<file path="src/bsg_pkg.sv">
// ----------------------------------------------------------------------------
// bsg_pkg
// Shared constants, types and lookup tables for the battery gauge block.
// ----------------------------------------------------------------------------
package bsg_pkg;

  localparam int SAMPLE_BITS = 12;
  localparam int MV_W        = 16;
  localparam int PCT_W       = 7;
  localparam int ADDR_W      = 5;
  localparam int DATA_W      = 32;

  localparam int DIV_W       = 28;
  localparam int DIVISOR_W   = 12;
  localparam int CNT_W       = 5;
  localparam int RND_NUM_W   = 17;
  localparam int PCT_NUM_W   = 14;

  localparam logic [CNT_W-1:0] ITER_CAL = CNT_W'(DIV_W);
  localparam logic [CNT_W-1:0] ITER_RND = CNT_W'(RND_NUM_W);
  localparam logic [CNT_W-1:0] ITER_PCT = CNT_W'(PCT_NUM_W);

  localparam logic [SAMPLE_BITS-1:0] ZERO_OFFSET = SAMPLE_BITS'(1536);
  localparam logic [DIV_W-1:0]       HALF_STEP   = DIV_W'(256);
  localparam int                     STEP_SHIFT  = 9;
  localparam logic [MV_W-1:0]        LOW_SET_MV   = MV_W'(3400);
  localparam logic [MV_W-1:0]        LOW_CLEAR_MV = MV_W'(3550);
  localparam logic [MV_W-1:0]        GAUGE_TOP_MV = MV_W'(4200);
  localparam logic [MV_W-1:0]        GAUGE_BOT_MV = MV_W'(3000);
  localparam logic [PCT_W-1:0]       PCT_FULL     = PCT_W'(100);
  localparam logic [1:0]             DEC_NONE     = 2'd3;

  typedef enum logic [2:0] {
    REG_REF_MV     = 3'd0,
    REG_DIV_RATIO  = 3'd1,
    REG_CAL_A_SMP  = 3'd2,
    REG_CAL_A_MV   = 3'd3,
    REG_CAL_B_SMP  = 3'd4,
    REG_CAL_B_MV   = 3'd5,
    REG_DEC_PLACES = 3'd6
  } reg_idx_t;

  typedef struct packed {
    logic [MV_W-1:0]        ref_mv;
    logic [4:0]             div_ratio;
    logic [SAMPLE_BITS-1:0] cal_a_smp;
    logic [MV_W-1:0]        cal_a_mv;
    logic [SAMPLE_BITS-1:0] cal_b_smp;
    logic [MV_W-1:0]        cal_b_mv;
    logic [1:0]             dec_places;
  } cfg_t;

  typedef enum logic [3:0] {
    CMD_NONE,
    CMD_LOAD,
    CMD_ZERO,
    CMD_UNCAL_MUL,
    CMD_UNCAL_SCALE,
    CMD_CAL_MUL,
    CMD_CAL_DIV,
    CMD_CAL_SUM,
    CMD_RND_DIV,
    CMD_RND_MUL,
    CMD_PCT_FLAT,
    CMD_PCT_DIV,
    CMD_PCT_SUM,
    CMD_FINISH
  } cmd_op_t;

  typedef struct packed {
    logic below_offset;
    logic cal_equal;
    logic round_skip;
    logic pct_flat;
    logic div_busy;
    logic out_free;
  } status_t;

  function automatic logic [12:0] gauge_mv(input logic [2:0] idx);
    logic [12:0] v;
    case (idx)
      3'd0:    v = 13'd4200;
      3'd1:    v = 13'd4100;
      3'd2:    v = 13'd3900;
      3'd3:    v = 13'd3750;
      3'd4:    v = 13'd3700;
      3'd5:    v = 13'd3550;
      3'd6:    v = 13'd3450;
      default: v = 13'd3000;
    endcase
    return v;
  endfunction

  function automatic logic [PCT_W-1:0] gauge_pct(input logic [2:0] idx);
    logic [PCT_W-1:0] v;
    case (idx)
      3'd0:    v = 7'd100;
      3'd1:    v = 7'd90;
      3'd2:    v = 7'd75;
      3'd3:    v = 7'd50;
      3'd4:    v = 7'd25;
      3'd5:    v = 7'd10;
      3'd6:    v = 7'd5;
      default: v = 7'd0;
    endcase
    return v;
  endfunction

  function automatic logic [9:0] round_step(input logic [1:0] dp);
    logic [9:0] v;
    case (dp)
      2'd0:    v = 10'd1000;
      2'd1:    v = 10'd100;
      2'd2:    v = 10'd10;
      default: v = 10'd1;
    endcase
    return v;
  endfunction

endpackage

</file>
<file path="src/bsg_cfg_regs.sv">
// ----------------------------------------------------------------------------
// bsg_cfg_regs
// APB register file holding the conversion and rounding settings.
// ----------------------------------------------------------------------------
module bsg_cfg_regs (
  input  logic                        clk,
  input  logic                        rst_n,
  input  logic                        psel,
  input  logic                        penable,
  input  logic                        pwrite,
  input  logic [bsg_pkg::ADDR_W-1:0]  paddr,
  input  logic [bsg_pkg::DATA_W-1:0]  pwdata,
  output logic [bsg_pkg::DATA_W-1:0]  prdata,
  output logic                        pready,
  output bsg_pkg::cfg_t               cfg
);

  bsg_pkg::cfg_t  cfg_r;
  logic [2:0]     idx;
  logic           wr_en;

  assign idx    = paddr[bsg_pkg::ADDR_W-1:2];
  assign wr_en  = psel & penable & pwrite;
  assign pready = 1'b1;
  assign cfg    = cfg_r;

  always_ff @(posedge clk) begin
    if (!rst_n) begin
      cfg_r.ref_mv     <= 16'd1050;
      cfg_r.div_ratio  <= 5'd1;
      cfg_r.cal_a_smp  <= '0;
      cfg_r.cal_a_mv   <= '0;
      cfg_r.cal_b_smp  <= '0;
      cfg_r.cal_b_mv   <= '0;
      cfg_r.dec_places <= 2'd2;
    end else if (wr_en) begin
      case (idx)
        bsg_pkg::REG_REF_MV:     cfg_r.ref_mv     <= pwdata[15:0];
        bsg_pkg::REG_DIV_RATIO:  cfg_r.div_ratio  <= pwdata[4:0];
        bsg_pkg::REG_CAL_A_SMP:  cfg_r.cal_a_smp  <= pwdata[11:0];
        bsg_pkg::REG_CAL_A_MV:   cfg_r.cal_a_mv   <= pwdata[15:0];
        bsg_pkg::REG_CAL_B_SMP:  cfg_r.cal_b_smp  <= pwdata[11:0];
        bsg_pkg::REG_CAL_B_MV:   cfg_r.cal_b_mv   <= pwdata[15:0];
        bsg_pkg::REG_DEC_PLACES: cfg_r.dec_places <= pwdata[1:0];
        default: ;
      endcase
    end
  end

  always_comb begin
    case (idx)
      bsg_pkg::REG_REF_MV:     prdata = 32'(cfg_r.ref_mv);
      bsg_pkg::REG_DIV_RATIO:  prdata = 32'(cfg_r.div_ratio);
      bsg_pkg::REG_CAL_A_SMP:  prdata = 32'(cfg_r.cal_a_smp);
      bsg_pkg::REG_CAL_A_MV:   prdata = 32'(cfg_r.cal_a_mv);
      bsg_pkg::REG_CAL_B_SMP:  prdata = 32'(cfg_r.cal_b_smp);
      bsg_pkg::REG_CAL_B_MV:   prdata = 32'(cfg_r.cal_b_mv);
      bsg_pkg::REG_DEC_PLACES: prdata = 32'(cfg_r.dec_places);
      default:                 prdata = '0;
    endcase
  end

endmodule

</file>
<file path="src/bsg_div.sv">
// ----------------------------------------------------------------------------
// bsg_div
// Restoring unsigned divider, one quotient bit per cycle.
// ----------------------------------------------------------------------------
module bsg_div (
  input  logic                           clk,
  input  logic                           rst_n,
  input  logic                           start,
  input  logic [bsg_pkg::DIV_W-1:0]      dividend,
  input  logic [bsg_pkg::DIVISOR_W-1:0]  divisor,
  input  logic [bsg_pkg::CNT_W-1:0]      iters,
  output logic                           busy,
  output logic [bsg_pkg::DIV_W-1:0]      quotient
);

  logic [bsg_pkg::CNT_W-1:0]      cnt_r;
  logic [bsg_pkg::DIV_W-1:0]      q_r;
  logic [bsg_pkg::DIVISOR_W-1:0]  rem_r;
  logic [bsg_pkg::DIVISOR_W-1:0]  dvs_r;
  logic [bsg_pkg::DIVISOR_W:0]    rem_sh;
  logic [bsg_pkg::DIVISOR_W:0]    rem_sub;
  logic                           ge;
  logic [bsg_pkg::DIVISOR_W-1:0]  rem_nxt;

  // dividend is left aligned, so after iters steps q_r holds the quotient
  assign rem_sh   = {rem_r, q_r[bsg_pkg::DIV_W-1]};
  assign ge       = rem_sh >= {1'b0, dvs_r};
  assign rem_sub  = rem_sh - {1'b0, dvs_r};
  assign rem_nxt  = ge ? rem_sub[bsg_pkg::DIVISOR_W-1:0] : rem_sh[bsg_pkg::DIVISOR_W-1:0];
  assign busy     = cnt_r != '0;
  assign quotient = q_r;

  always_ff @(posedge clk) begin
    if (!rst_n) begin
      cnt_r <= '0;
    end else if (start) begin
      cnt_r <= iters;
    end else if (busy) begin
      cnt_r <= cnt_r - 1'b1;
    end
  end

  always_ff @(posedge clk) begin
    if (start) begin
      q_r   <= dividend;
      rem_r <= '0;
      dvs_r <= divisor;
    end else if (busy) begin
      q_r   <= {q_r[bsg_pkg::DIV_W-2:0], ge};
      rem_r <= rem_nxt;
    end
  end

endmodule

</file>
<file path="src/bsg_datapath.sv">
// ----------------------------------------------------------------------------
// bsg_datapath
// Conversion, rounding, interpolation and result registers.
// ----------------------------------------------------------------------------
module bsg_datapath (
  input  logic                             clk,
  input  logic                             rst_n,
  input  bsg_pkg::cfg_t                    cfg,
  input  bsg_pkg::cmd_op_t                 op,
  output bsg_pkg::status_t                 sts,
  input  logic [bsg_pkg::SAMPLE_BITS-1:0]  in_raw_sample,
  output logic                             out_valid,
  input  logic                             out_stall,
  output logic [bsg_pkg::MV_W-1:0]         out_millivolts,
  output logic [bsg_pkg::PCT_W-1:0]        out_percent,
  output logic                             out_low_batt
);

  logic [bsg_pkg::SAMPLE_BITS-1:0]  s_r;
  logic [bsg_pkg::DIV_W-1:0]        acc_r;
  logic                             neg_r;
  logic [bsg_pkg::MV_W-1:0]         mv_r;
  logic [bsg_pkg::PCT_W-1:0]        pct_base_r;
  logic [bsg_pkg::PCT_W-1:0]        pct_r;
  logic                             low_flag_r;
  logic                             out_valid_r;
  logic [bsg_pkg::MV_W-1:0]         out_mv_r;
  logic [bsg_pkg::PCT_W-1:0]        out_pct_r;
  logic                             out_low_r;

  logic                             div_start;
  logic [bsg_pkg::DIV_W-1:0]        div_dividend;
  logic [bsg_pkg::DIVISOR_W-1:0]    div_divisor;
  logic [bsg_pkg::CNT_W-1:0]        div_iters;
  logic                             div_busy;
  logic [bsg_pkg::DIV_W-1:0]        quot;

  // uncalibrated path
  logic [bsg_pkg::SAMPLE_BITS-1:0]  s_off;
  logic [bsg_pkg::DIV_W-1:0]        uncal_prod;
  logic [bsg_pkg::DIV_W-1:0]        uncal_sum;
  logic [bsg_pkg::MV_W-1:0]         uncal_t;
  logic [31:0]                      uncal_scaled;

  // calibrated path
  logic [12:0]                      ds;
  logic [16:0]                      dm;
  logic [12:0]                      den;
  logic [12:0]                      ds_neg;
  logic [16:0]                      dm_neg;
  logic [12:0]                      den_neg;
  logic [11:0]                      ds_mag;
  logic [15:0]                      dm_mag;
  logic [11:0]                      den_mag;
  logic [bsg_pkg::DIV_W-1:0]        cal_prod;
  logic [bsg_pkg::MV_W-1:0]         cal_q;
  logic [bsg_pkg::MV_W-1:0]         cal_mv;

  // rounding
  logic [9:0]                       step;
  logic [bsg_pkg::RND_NUM_W-1:0]    rnd_num;
  logic [22:0]                      rnd_prod;

  // interpolation
  logic [2:0]                       seg;
  logic [2:0]                       seg_lo;
  logic [12:0]                      g_hi;
  logic [12:0]                      g_lo;
  logic [12:0]                      g_span;
  logic [bsg_pkg::MV_W-1:0]         mv_rel;
  logic [bsg_pkg::PCT_W-1:0]        p_diff;
  logic [bsg_pkg::PCT_NUM_W-1:0]    pct_num;

  logic                             low_nxt;

  bsg_div u_div (
    .clk      (clk),
    .rst_n    (rst_n),
    .start    (div_start),
    .dividend (div_dividend),
    .divisor  (div_divisor),
    .iters    (div_iters),
    .busy     (div_busy),
    .quotient (quot)
  );

  assign s_off        = s_r - bsg_pkg::ZERO_OFFSET;
  assign uncal_prod   = {{(bsg_pkg::DIV_W-12){1'b0}}, s_off} * {12'd0, cfg.ref_mv};
  assign uncal_sum    = acc_r + bsg_pkg::HALF_STEP;
  assign uncal_t      = uncal_sum[bsg_pkg::STEP_SHIFT +: bsg_pkg::MV_W];
  assign uncal_scaled = {16'd0, uncal_t} * {27'd0, cfg.div_ratio};

  assign ds       = {1'b0, s_r} - {1'b0, cfg.cal_a_smp};
  assign dm       = {1'b0, cfg.cal_b_mv} - {1'b0, cfg.cal_a_mv};
  assign den      = {1'b0, cfg.cal_b_smp} - {1'b0, cfg.cal_a_smp};
  assign ds_neg   = 13'd0 - ds;
  assign dm_neg   = 17'd0 - dm;
  assign den_neg  = 13'd0 - den;
  assign ds_mag   = ds[12]  ? ds_neg[11:0]  : ds[11:0];
  assign dm_mag   = dm[16]  ? dm_neg[15:0]  : dm[15:0];
  assign den_mag  = den[12] ? den_neg[11:0] : den[11:0];
  assign cal_prod = {16'd0, ds_mag} * {12'd0, dm_mag};
  assign cal_q    = neg_r ? (16'd0 - quot[15:0]) : quot[15:0];
  assign cal_mv   = cfg.cal_a_mv + cal_q;

  assign step     = bsg_pkg::round_step(cfg.dec_places);
  assign rnd_num  = {1'b0, mv_r} + {8'd0, step[9:1]};
  assign rnd_prod = {10'd0, quot[12:0]} * {13'd0, step};

  always_comb begin
    seg = '0;
    for (int k = 1; k < 8; k++) begin
      seg = seg + {2'b00, mv_r <= {3'b000, bsg_pkg::gauge_mv(3'(k))}};
    end
  end

  assign seg_lo  = seg + 3'd1;
  assign g_hi    = bsg_pkg::gauge_mv(seg);
  assign g_lo    = bsg_pkg::gauge_mv(seg_lo);
  assign g_span  = g_hi - g_lo;
  assign mv_rel  = mv_r - {3'b000, g_lo};
  assign p_diff  = bsg_pkg::gauge_pct(seg) - bsg_pkg::gauge_pct(seg_lo);
  assign pct_num = {5'd0, mv_rel[8:0]} * {9'd0, p_diff[4:0]};

  always_comb begin
    div_start    = 1'b0;
    div_dividend = '0;
    div_divisor  = '0;
    div_iters    = '0;
    case (op)
      bsg_pkg::CMD_CAL_DIV: begin
        div_start    = 1'b1;
        div_dividend = acc_r;
        div_divisor  = den_mag;
        div_iters    = bsg_pkg::ITER_CAL;
      end
      bsg_pkg::CMD_RND_DIV: begin
        div_start    = 1'b1;
        div_dividend = {rnd_num, {(bsg_pkg::DIV_W-bsg_pkg::RND_NUM_W){1'b0}}};
        div_divisor  = {2'b00, step};
        div_iters    = bsg_pkg::ITER_RND;
      end
      bsg_pkg::CMD_PCT_DIV: begin
        div_start    = 1'b1;
        div_dividend = {pct_num, {(bsg_pkg::DIV_W-bsg_pkg::PCT_NUM_W){1'b0}}};
        div_divisor  = g_span[11:0];
        div_iters    = bsg_pkg::ITER_PCT;
      end
      default: ;
    endcase
  end

  assign low_nxt = low_flag_r ? (mv_r < bsg_pkg::LOW_CLEAR_MV)
                              : (mv_r <= bsg_pkg::LOW_SET_MV);

  always_ff @(posedge clk) begin
    case (op)
      bsg_pkg::CMD_LOAD:        s_r <= in_raw_sample;
      bsg_pkg::CMD_ZERO:        mv_r <= '0;
      bsg_pkg::CMD_UNCAL_MUL:   acc_r <= uncal_prod;
      bsg_pkg::CMD_UNCAL_SCALE: mv_r <= uncal_scaled[15:0];
      bsg_pkg::CMD_CAL_MUL: begin
        acc_r <= cal_prod;
        neg_r <= ds[12] ^ dm[16] ^ den[12];
      end
      bsg_pkg::CMD_CAL_SUM:     mv_r <= cal_mv;
      bsg_pkg::CMD_RND_MUL:     mv_r <= rnd_prod[15:0];
      bsg_pkg::CMD_PCT_FLAT:
        pct_r <= (mv_r >= bsg_pkg::GAUGE_TOP_MV) ? bsg_pkg::PCT_FULL : '0;
      bsg_pkg::CMD_PCT_DIV:     pct_base_r <= bsg_pkg::gauge_pct(seg_lo);
      bsg_pkg::CMD_PCT_SUM:     pct_r <= pct_base_r + quot[6:0];
      bsg_pkg::CMD_FINISH: begin
        out_mv_r  <= mv_r;
        out_pct_r <= pct_r;
        out_low_r <= low_nxt;
      end
      default: ;
    endcase
  end

  always_ff @(posedge clk) begin
    if (!rst_n) begin
      low_flag_r  <= 1'b0;
      out_valid_r <= 1'b0;
    end else if (op == bsg_pkg::CMD_FINISH) begin
      low_flag_r  <= low_nxt;
      out_valid_r <= 1'b1;
    end else if (out_valid_r && !out_stall) begin
      out_valid_r <= 1'b0;
    end
  end

  assign sts.below_offset = s_r <= bsg_pkg::ZERO_OFFSET;
  assign sts.cal_equal    = cfg.cal_a_smp == cfg.cal_b_smp;
  assign sts.round_skip   = cfg.dec_places == bsg_pkg::DEC_NONE;
  assign sts.pct_flat     = (mv_r >= bsg_pkg::GAUGE_TOP_MV) || (mv_r <= bsg_pkg::GAUGE_BOT_MV);
  assign sts.div_busy     = div_busy;
  assign sts.out_free     = !out_valid_r || !out_stall;

  assign out_valid      = out_valid_r;
  assign out_millivolts = out_mv_r;
  assign out_percent    = out_pct_r;
  assign out_low_batt   = out_low_r;

  a_div_idle_on_start: assert property (@(posedge clk) disable iff (!rst_n)
    div_start |-> !div_busy)
    else $error("divider restarted while busy");

  a_finish_no_overwrite: assert property (@(posedge clk) disable iff (!rst_n)
    (op == bsg_pkg::CMD_FINISH) |-> (!out_valid_r || !out_stall))
    else $error("result overwritten before taken");

  a_valid_from_finish: assert property (@(posedge clk) disable iff (!rst_n)
    $rose(out_valid_r) |-> $past(op == bsg_pkg::CMD_FINISH))
    else $error("result raised without finish");

  a_pct_range: assert property (@(posedge clk) disable iff (!rst_n)
    out_valid_r |-> (out_pct_r <= bsg_pkg::PCT_FULL))
    else $error("percent out of range");

endmodule

</file>
<file path="src/bsg_ctrl.sv">
// ----------------------------------------------------------------------------
// bsg_ctrl
// Sequencer stepping the datapath through conversion, rounding and gauge.
// ----------------------------------------------------------------------------
module bsg_ctrl (
  input  logic               clk,
  input  logic               rst_n,
  input  logic               in_valid,
  output logic               in_stall,
  input  bsg_pkg::status_t   sts,
  output bsg_pkg::cmd_op_t   op
);

  typedef enum logic [3:0] {
    S_IDLE,
    S_CLASSIFY,
    S_UNCAL_SCALE,
    S_CAL_DIV,
    S_CAL_WAIT,
    S_ROUND,
    S_RND_WAIT,
    S_PCT,
    S_PCT_WAIT,
    S_FINISH
  } state_t;

  state_t state_r;
  state_t state_nxt;

  assign in_stall = state_r != S_IDLE;

  always_comb begin
    state_nxt = state_r;
    op        = bsg_pkg::CMD_NONE;
    case (state_r)
      S_IDLE: begin
        if (in_valid) begin
          op        = bsg_pkg::CMD_LOAD;
          state_nxt = S_CLASSIFY;
        end
      end
      S_CLASSIFY: begin
        if (sts.below_offset) begin
          op        = bsg_pkg::CMD_ZERO;
          state_nxt = S_PCT;
        end else if (sts.cal_equal) begin
          op        = bsg_pkg::CMD_UNCAL_MUL;
          state_nxt = S_UNCAL_SCALE;
        end else begin
          op        = bsg_pkg::CMD_CAL_MUL;
          state_nxt = S_CAL_DIV;
        end
      end
      S_UNCAL_SCALE: begin
        op        = bsg_pkg::CMD_UNCAL_SCALE;
        state_nxt = S_ROUND;
      end
      S_CAL_DIV: begin
        op        = bsg_pkg::CMD_CAL_DIV;
        state_nxt = S_CAL_WAIT;
      end
      S_CAL_WAIT: begin
        if (!sts.div_busy) begin
          op        = bsg_pkg::CMD_CAL_SUM;
          state_nxt = S_ROUND;
        end
      end
      S_ROUND: begin
        if (sts.round_skip) begin
          state_nxt = S_PCT;
        end else begin
          op        = bsg_pkg::CMD_RND_DIV;
          state_nxt = S_RND_WAIT;
        end
      end
      S_RND_WAIT: begin
        if (!sts.div_busy) begin
          op        = bsg_pkg::CMD_RND_MUL;
          state_nxt = S_PCT;
        end
      end
      S_PCT: begin
        if (sts.pct_flat) begin
          op        = bsg_pkg::CMD_PCT_FLAT;
          state_nxt = S_FINISH;
        end else begin
          op        = bsg_pkg::CMD_PCT_DIV;
          state_nxt = S_PCT_WAIT;
        end
      end
      S_PCT_WAIT: begin
        if (!sts.div_busy) begin
          op        = bsg_pkg::CMD_PCT_SUM;
          state_nxt = S_FINISH;
        end
      end
      S_FINISH: begin
        if (sts.out_free) begin
          op        = bsg_pkg::CMD_FINISH;
          state_nxt = S_IDLE;
        end
      end
      default: state_nxt = S_IDLE;
    endcase
  end

  always_ff @(posedge clk) begin
    if (!rst_n) begin
      state_r <= S_IDLE;
    end else begin
      state_r <= state_nxt;
    end
  end

endmodule

</file>
<file path="src/battery_sample_to_gauge.sv">
// ----------------------------------------------------------------------------
// battery_sample_to_gauge
// Raw ADC sample to rounded millivolts, charge percent and low flag.
// ----------------------------------------------------------------------------
//  channel | ports                                        | beat
//  --------+----------------------------------------------+----------------------
//  in      | in_valid, in_stall, in_raw_sample            | one 12-bit sample
//  out     | out_valid, out_stall, out_millivolts,        | one gauge result
//          | out_percent, out_low_batt                    |
//  cfg     | psel, penable, pwrite, paddr, pwdata, prdata | one 32-bit register
//
//  One sample at a time. The shared restoring divider (one quotient bit per
//  cycle; 28, 17 and 14 quotient bits) serves calibration, rounding and
//  the percent step.
//  A finished result sits in the output register; the next sample is taken
//  while it waits. Sync reset restores register defaults and clears the flag.
// ----------------------------------------------------------------------------
module battery_sample_to_gauge (
  input  logic                             clk,
  input  logic                             rst_n,
  input  logic                             in_valid,
  output logic                             in_stall,
  input  logic [bsg_pkg::SAMPLE_BITS-1:0]  in_raw_sample,
  output logic                             out_valid,
  input  logic                             out_stall,
  output logic [bsg_pkg::MV_W-1:0]         out_millivolts,
  output logic [bsg_pkg::PCT_W-1:0]        out_percent,
  output logic                             out_low_batt,
  input  logic                             psel,
  input  logic                             penable,
  input  logic                             pwrite,
  input  logic [bsg_pkg::ADDR_W-1:0]       paddr,
  input  logic [bsg_pkg::DATA_W-1:0]       pwdata,
  output logic [bsg_pkg::DATA_W-1:0]       prdata,
  output logic                             pready
);

  bsg_pkg::cfg_t     cfg;
  bsg_pkg::cmd_op_t  op;
  bsg_pkg::status_t  sts;

  bsg_cfg_regs u_cfg (
    .clk     (clk),
    .rst_n   (rst_n),
    .psel    (psel),
    .penable (penable),
    .pwrite  (pwrite),
    .paddr   (paddr),
    .pwdata  (pwdata),
    .prdata  (prdata),
    .pready  (pready),
    .cfg     (cfg)
  );

  bsg_ctrl u_ctrl (
    .clk      (clk),
    .rst_n    (rst_n),
    .in_valid (in_valid),
    .in_stall (in_stall),
    .sts      (sts),
    .op       (op)
  );

  bsg_datapath u_dp (
    .clk            (clk),
    .rst_n          (rst_n),
    .cfg            (cfg),
    .op             (op),
    .sts            (sts),
    .in_raw_sample  (in_raw_sample),
    .out_valid      (out_valid),
    .out_stall      (out_stall),
    .out_millivolts (out_millivolts),
    .out_percent    (out_percent),
    .out_low_batt   (out_low_batt)
  );

endmodule

</file>
<file path="config.mk">
export PLATFORM = sky130hd
export DESIGN_NAME = battery_sample_to_gauge
export DESIGN_NICKNAME = d
export VERILOG_FILES = /design/src/bsg_pkg.sv /design/src/bsg_cfg_regs.sv /design/src/bsg_div.sv /design/src/bsg_datapath.sv /design/src/bsg_ctrl.sv /design/src/battery_sample_to_gauge.sv
export SDC_FILE = /design/constraint.sdc
export NUM_CORES = 2
export LEC_CHECK = 0
export ABC_AREA = 1
export BUFFER_PORTS_ARGS = -buffer_cell sky130_fd_sc_hd__buf_2
export CAP_MARGIN = 20
export CORE_ASPECT_RATIO = 1.1
export CORE_UTILIZATION = 55
export DETAILED_ROUTE_END_ITERATION = 6
export PLACE_DENSITY = 0.75
export SLEW_MARGIN = 20
export SYNTH_ARGS = -nofsm -noshare
export SYNTH_HDL_FRONTEND = slang
export SYNTH_SLANG_ARGS = --single-unit
</file>
<file path="constraint.sdc">
create_clock -name clk -period 14.6 [get_ports clk]
set_input_delay 2.19 -clock clk [delete_from_list [all_inputs] [get_ports clk]]
set_output_delay 2.19 -clock clk [all_outputs]
set_load 0.02 [all_outputs]
</file>
==> out/qor_table.md <==
| Item | This run | Unit |
|:---|:---|:---|
| Number of antenna violations at the first check in global routing | 2 | - |
| Number of routed nets with antenna violations | 0 | - |
| Overall die width | 246 | um |
| Cts-stage hold buffer count | 0 | - |
| Leading cell type in the layout, fill and taps excluded | sky130_fd_sc_hd__nand2_1 | - |
| Number of maximum-capacitance violations | 0 | - |
| Highest fanout seen on the critical path | 12 | - |
| Largest net degree at the start of global routing | 83 | - |
| Detailed router's first-iteration violation count | 2,636 | - |
| Signed area change from the synthesized netlist to the final layout | 4.97 | % |
| Vias/cell | 5.68 | - |
| Data arrival at the endpoint of the critical path | 10.57 | ns |
| Number of distinct standard cells referenced by the synthesized netlist | 69 | - |
| Setup TNS | 0 | ns |
| Vertical die dimension | 271 | um |
| Setup repair after global routing missed its margin | no | - |
| I/O pin count | 115 | - |
| Number of global-route vias before repair | 33,100 | - |
| Count of pins over their slew limit | 0 | - |
| Core Util, Final | 58.3 | % |
| Mean instance size in the synthesized netlist | 7.34 | um^2 |
| Clock tree from TritonCTS | done | - |
| Upper clock frequency limit | 97.6 | MHz |
| Count of final setup violators | 0 | - |
| Ant diodes | 0 | - |
| Syn Std Cell Area | 36,100 | um^2 |
| Number of fillers in the final layout | 6,135 | - |
| Core Region | 65,000 | um^2 |
| Worst Setup Start Kind | flop | - |
| Row Count | 98 | - |
| CP Data Required Time | 14.92 | ns |
| Share of post-route cells with drive strength above 1 | 4.52 | % |
| Maximum root-to-sink buffer count | 3 | - |
| Remaining DRCs | 0 | - |
| Global-route total usage across every layer | 33.4 | % |
| WS Path Type | reg -> reg | - |
| First-pass GRT wire length | 175,000 | um |
| Run status | finished clean | - |
| DP Area | 37,000 | um^2 |
| Number of enable flip-flop cells after synthesis | 135 | - |
| Starting density of the core | 55.5 | % |
| CTS clock-pin slew for the worst setup and hold paths | 0.07 | ns |
| Post-synthesis cell count | 4,920 | - |
| Launch point of the critical path | u_dp.mv_r[9] | - |
| Clock net sink count | 237 | - |
| Total of buffers placed on input and output ports | 79 | - |
| Number of gates resized after cts | 0 | - |
| Dominant cell type by count on the critical path | sky130_fd_sc_hd__inv_1 | - |
| Setup bufs post-CTS | 0 | - |
| Footprint of the flip-flops and latches | 6100 | um^2 |
| Commonest non-fill, non-tap cells in the layout | sky130_fd_sc_hd__nand2_1 (1,164), sky130_fd_sc_hd__inv_1 (935), sky130_fd_sc_hd__nor2_1 (445) | - |
| Final standard cell area without fillers | 37,900 | um^2 |
| FF+latch count, synth | 237 | - |
| CTS root buf | sky130_fd_sc_hd__clkbuf_16 | - |
| Critical Path Sink Type | flop | - |
| Number of iterations in the first detailed-routing pass | 6 | - |
| Fraction of registers with async set/reset | 0 | % |
| H-tree levels | 1 | - |
| Cell at the slowest stage of the critical path | sky130_fd_sc_hd__fa_1 | - |
| Final Critical Period | 10.25 | ns |
| Origin of the worst min-delay path | u_dp.pct_r[0] | - |
| Die Footprint | 66,700 | um^2 |
| Kind of path behind the tightest hold check | reg -> reg | - |
| Via total after detailed routing | 32,900 | - |
| Total Nets Final | 5,702 | - |
| Post-Route Skew | 0.0181 | ns |
| Worst skew pair latency | 0.59 | ns |
| Clock buffer count from CTS | 28 | - |
| Post-detailed-placement half-perimeter wirelength | 88,200 | um |
| Slew of the pin with the lowest slew margin | 1.03 | ns |
| Synth Warn # | 0 | - |
| Placer's final routability congestion estimate | 1.02 | - |
| Multi-input combinational cell area | 25,800 | um^2 |
| Average routed wire per standard cell | 18.9 | um |
| Overflow left after global routing | 0 | - |
| Final Routed Wirelength | 109,000 | um |
| Longest individual stage delay on the worst path | 0.67 | ns |
| Max_slew headroom | 30.7 | % |
| Sequential share of the synthesized area | 16.9 | % |
| Period utilisation layout | 70.2 | % |
| Startpoint of the lowest-slack register-to-register path | u_dp.mv_r[9] | - |
| Top FF cell, synth | sky130_fd_sc_hd__edfxtp_1 | - |
| Hold Fails Final Rpt | 0 | - |
cells by family after synthesis:
group	synth area share, %
adder cells (fa/ha/maj)	33.9
other	0.0208
AND/OR/NAND/NOR	23.7
buffers and inverters	11.9
multiplexers	0.0589
flip-flops	16.9
XOR/XNOR	2.95
AO/OA/AOI/OAI	10.5
cells in the mapped netlist, types with 8 or more instances:
cell type / n / share of area [%]
sky130_fd_sc_hd__xor2_1: 78 / 1.9
sky130_fd_sc_hd__o21bai_1: 19 / 0.40
sky130_fd_sc_hd__ha_1: 331 / 11
sky130_fd_sc_hd__nand2_2: 18 / 0.31
sky130_fd_sc_hd__nand2_1: 1164 / 12
sky130_fd_sc_hd__clkinv_1: 8 / 0.083
sky130_fd_sc_hd__buf_2: 14 / 0.19
sky130_fd_sc_hd__nand3_1: 239 / 3.3
sky130_fd_sc_hd__a31oi_1: 18 / 0.31
sky130_fd_sc_hd__a21o_1: 17 / 0.35
sky130_fd_sc_hd__nand3b_1: 16 / 0.33
sky130_fd_sc_hd__clkbuf_1: 97 / 1.0
sky130_fd_sc_hd__nor4_1: 16 / 0.28
sky130_fd_sc_hd__a221oi_1: 9 / 0.22
sky130_fd_sc_hd__o21ai_0: 242 / 3.4
sky130_fd_sc_hd__nor2_2: 8 / 0.14
sky130_fd_sc_hd__or2_2: 23 / 0.40
sky130_fd_sc_hd__nand4_1: 50 / 0.87
sky130_fd_sc_hd__o2111ai_1: 12 / 0.29
sky130_fd_sc_hd__fa_1: 404 / 22
sky130_fd_sc_hd__o21ai_1: 8 / 0.11
sky130_fd_sc_hd__inv_1: 935 / 9.7
sky130_fd_sc_hd__buf_4: 24 / 0.50
sky130_fd_sc_hd__nor3_1: 58 / 0.80
sky130_fd_sc_hd__a21oi_1: 264 / 3.7
sky130_fd_sc_hd__dfxtp_1: 102 / 5.7
sky130_fd_sc_hd__nor2_1: 447 / 4.6
sky130_fd_sc_hd__edfxtp_1: 135 / 11
sky130_fd_sc_hd__xnor2_1: 33 / 0.80
sky130_fd_sc_hd__o211ai_1: 25 / 0.52
sky130_fd_sc_hd__buf_6: 10 / 0.31
through the flow:
stage / worst slack, ns / hold WS, ns / cells
floorplan: 5.92 / 0.400 / 4935
global placement: 4.53 / 0.401 / 5731
detailed placement: 4.44 / 0.405 / 5731
CTS: 4.43 / 0.420 / 5783
global route: 3.63 / 0.435 / 5783
finish: 4.35 / 0.421 / 5783
final cells by class:
| class | count | area share, % |
|---|---|---|
| inverter | 950 | 9.41 |
| clock inverter | 13 | 0.221 |
| sequential | 237 | 16.1 |
| tap | 850 | 2.81 |
| multi-input combinational | 3600 | 68.0 |
| clock buffer | 39 | 2.12 |
| timing repair buffer | 94 | 1.34 |
critical path, delay by kind of cell (launching register included):
family / cells / cell delay (ns)
adders and majority gates: 11 / 4.77
AOI/OAI and AO/OA: 11 / 1.87
and+or+nand+nor: 12 / 1.38
buffers and inverters: 9 / 0.94
DFF: 1 / 0.59
xor gates and xnor gates: 1 / 0.41
flip-flops by register name, summed over array words and instances (netlist names):
register,flops
u_dp.out_low_batt,1
u_dp.out_valid,1
u_dp.u_div.cnt_r,5
u_dp.out_percent,7
u_dp.pct_base_r,7
u_ctrl.state_r,4
u_dp.u_div.quotient,28
u_dp.u_div.dvs_r,12
u_dp.neg_r,1
u_dp.s_r,12
u_dp.pct_r,7
u_dp.out_millivolts,16
u_dp.mv_r,16
u_dp.acc_r,28
u_dp.u_div.rem_r,12
u_dp.low_flag_r,1
u_cfg.cfg,79
path summary, 6_finish.rpt:
path,cells past startpoint,to,slack (ns)
worst max-delay path,44,u_dp.u_div.quotient[25],4.35
worst min-delay path,0,u_dp.out_percent[0],0.42
worst max register to register,44,u_dp.u_div.quotient[25],4.35
worst min register to register,0,u_dp.out_percent[0],0.42
routing by layer:
layer  GRT usage [%]  vias to the layer above  routed length, um
met5               0                        -                 13
met4            21.2                        2               8060
met3            3.98                      407               7890
met2            57.4                     1432              52400
met1            39.4                    15500              40700
li1                -                    15500                  -
Power is left out: the tool's default activity adds up to more than one toggle a clock period on the data nets, which glitch-free logic cannot reach.
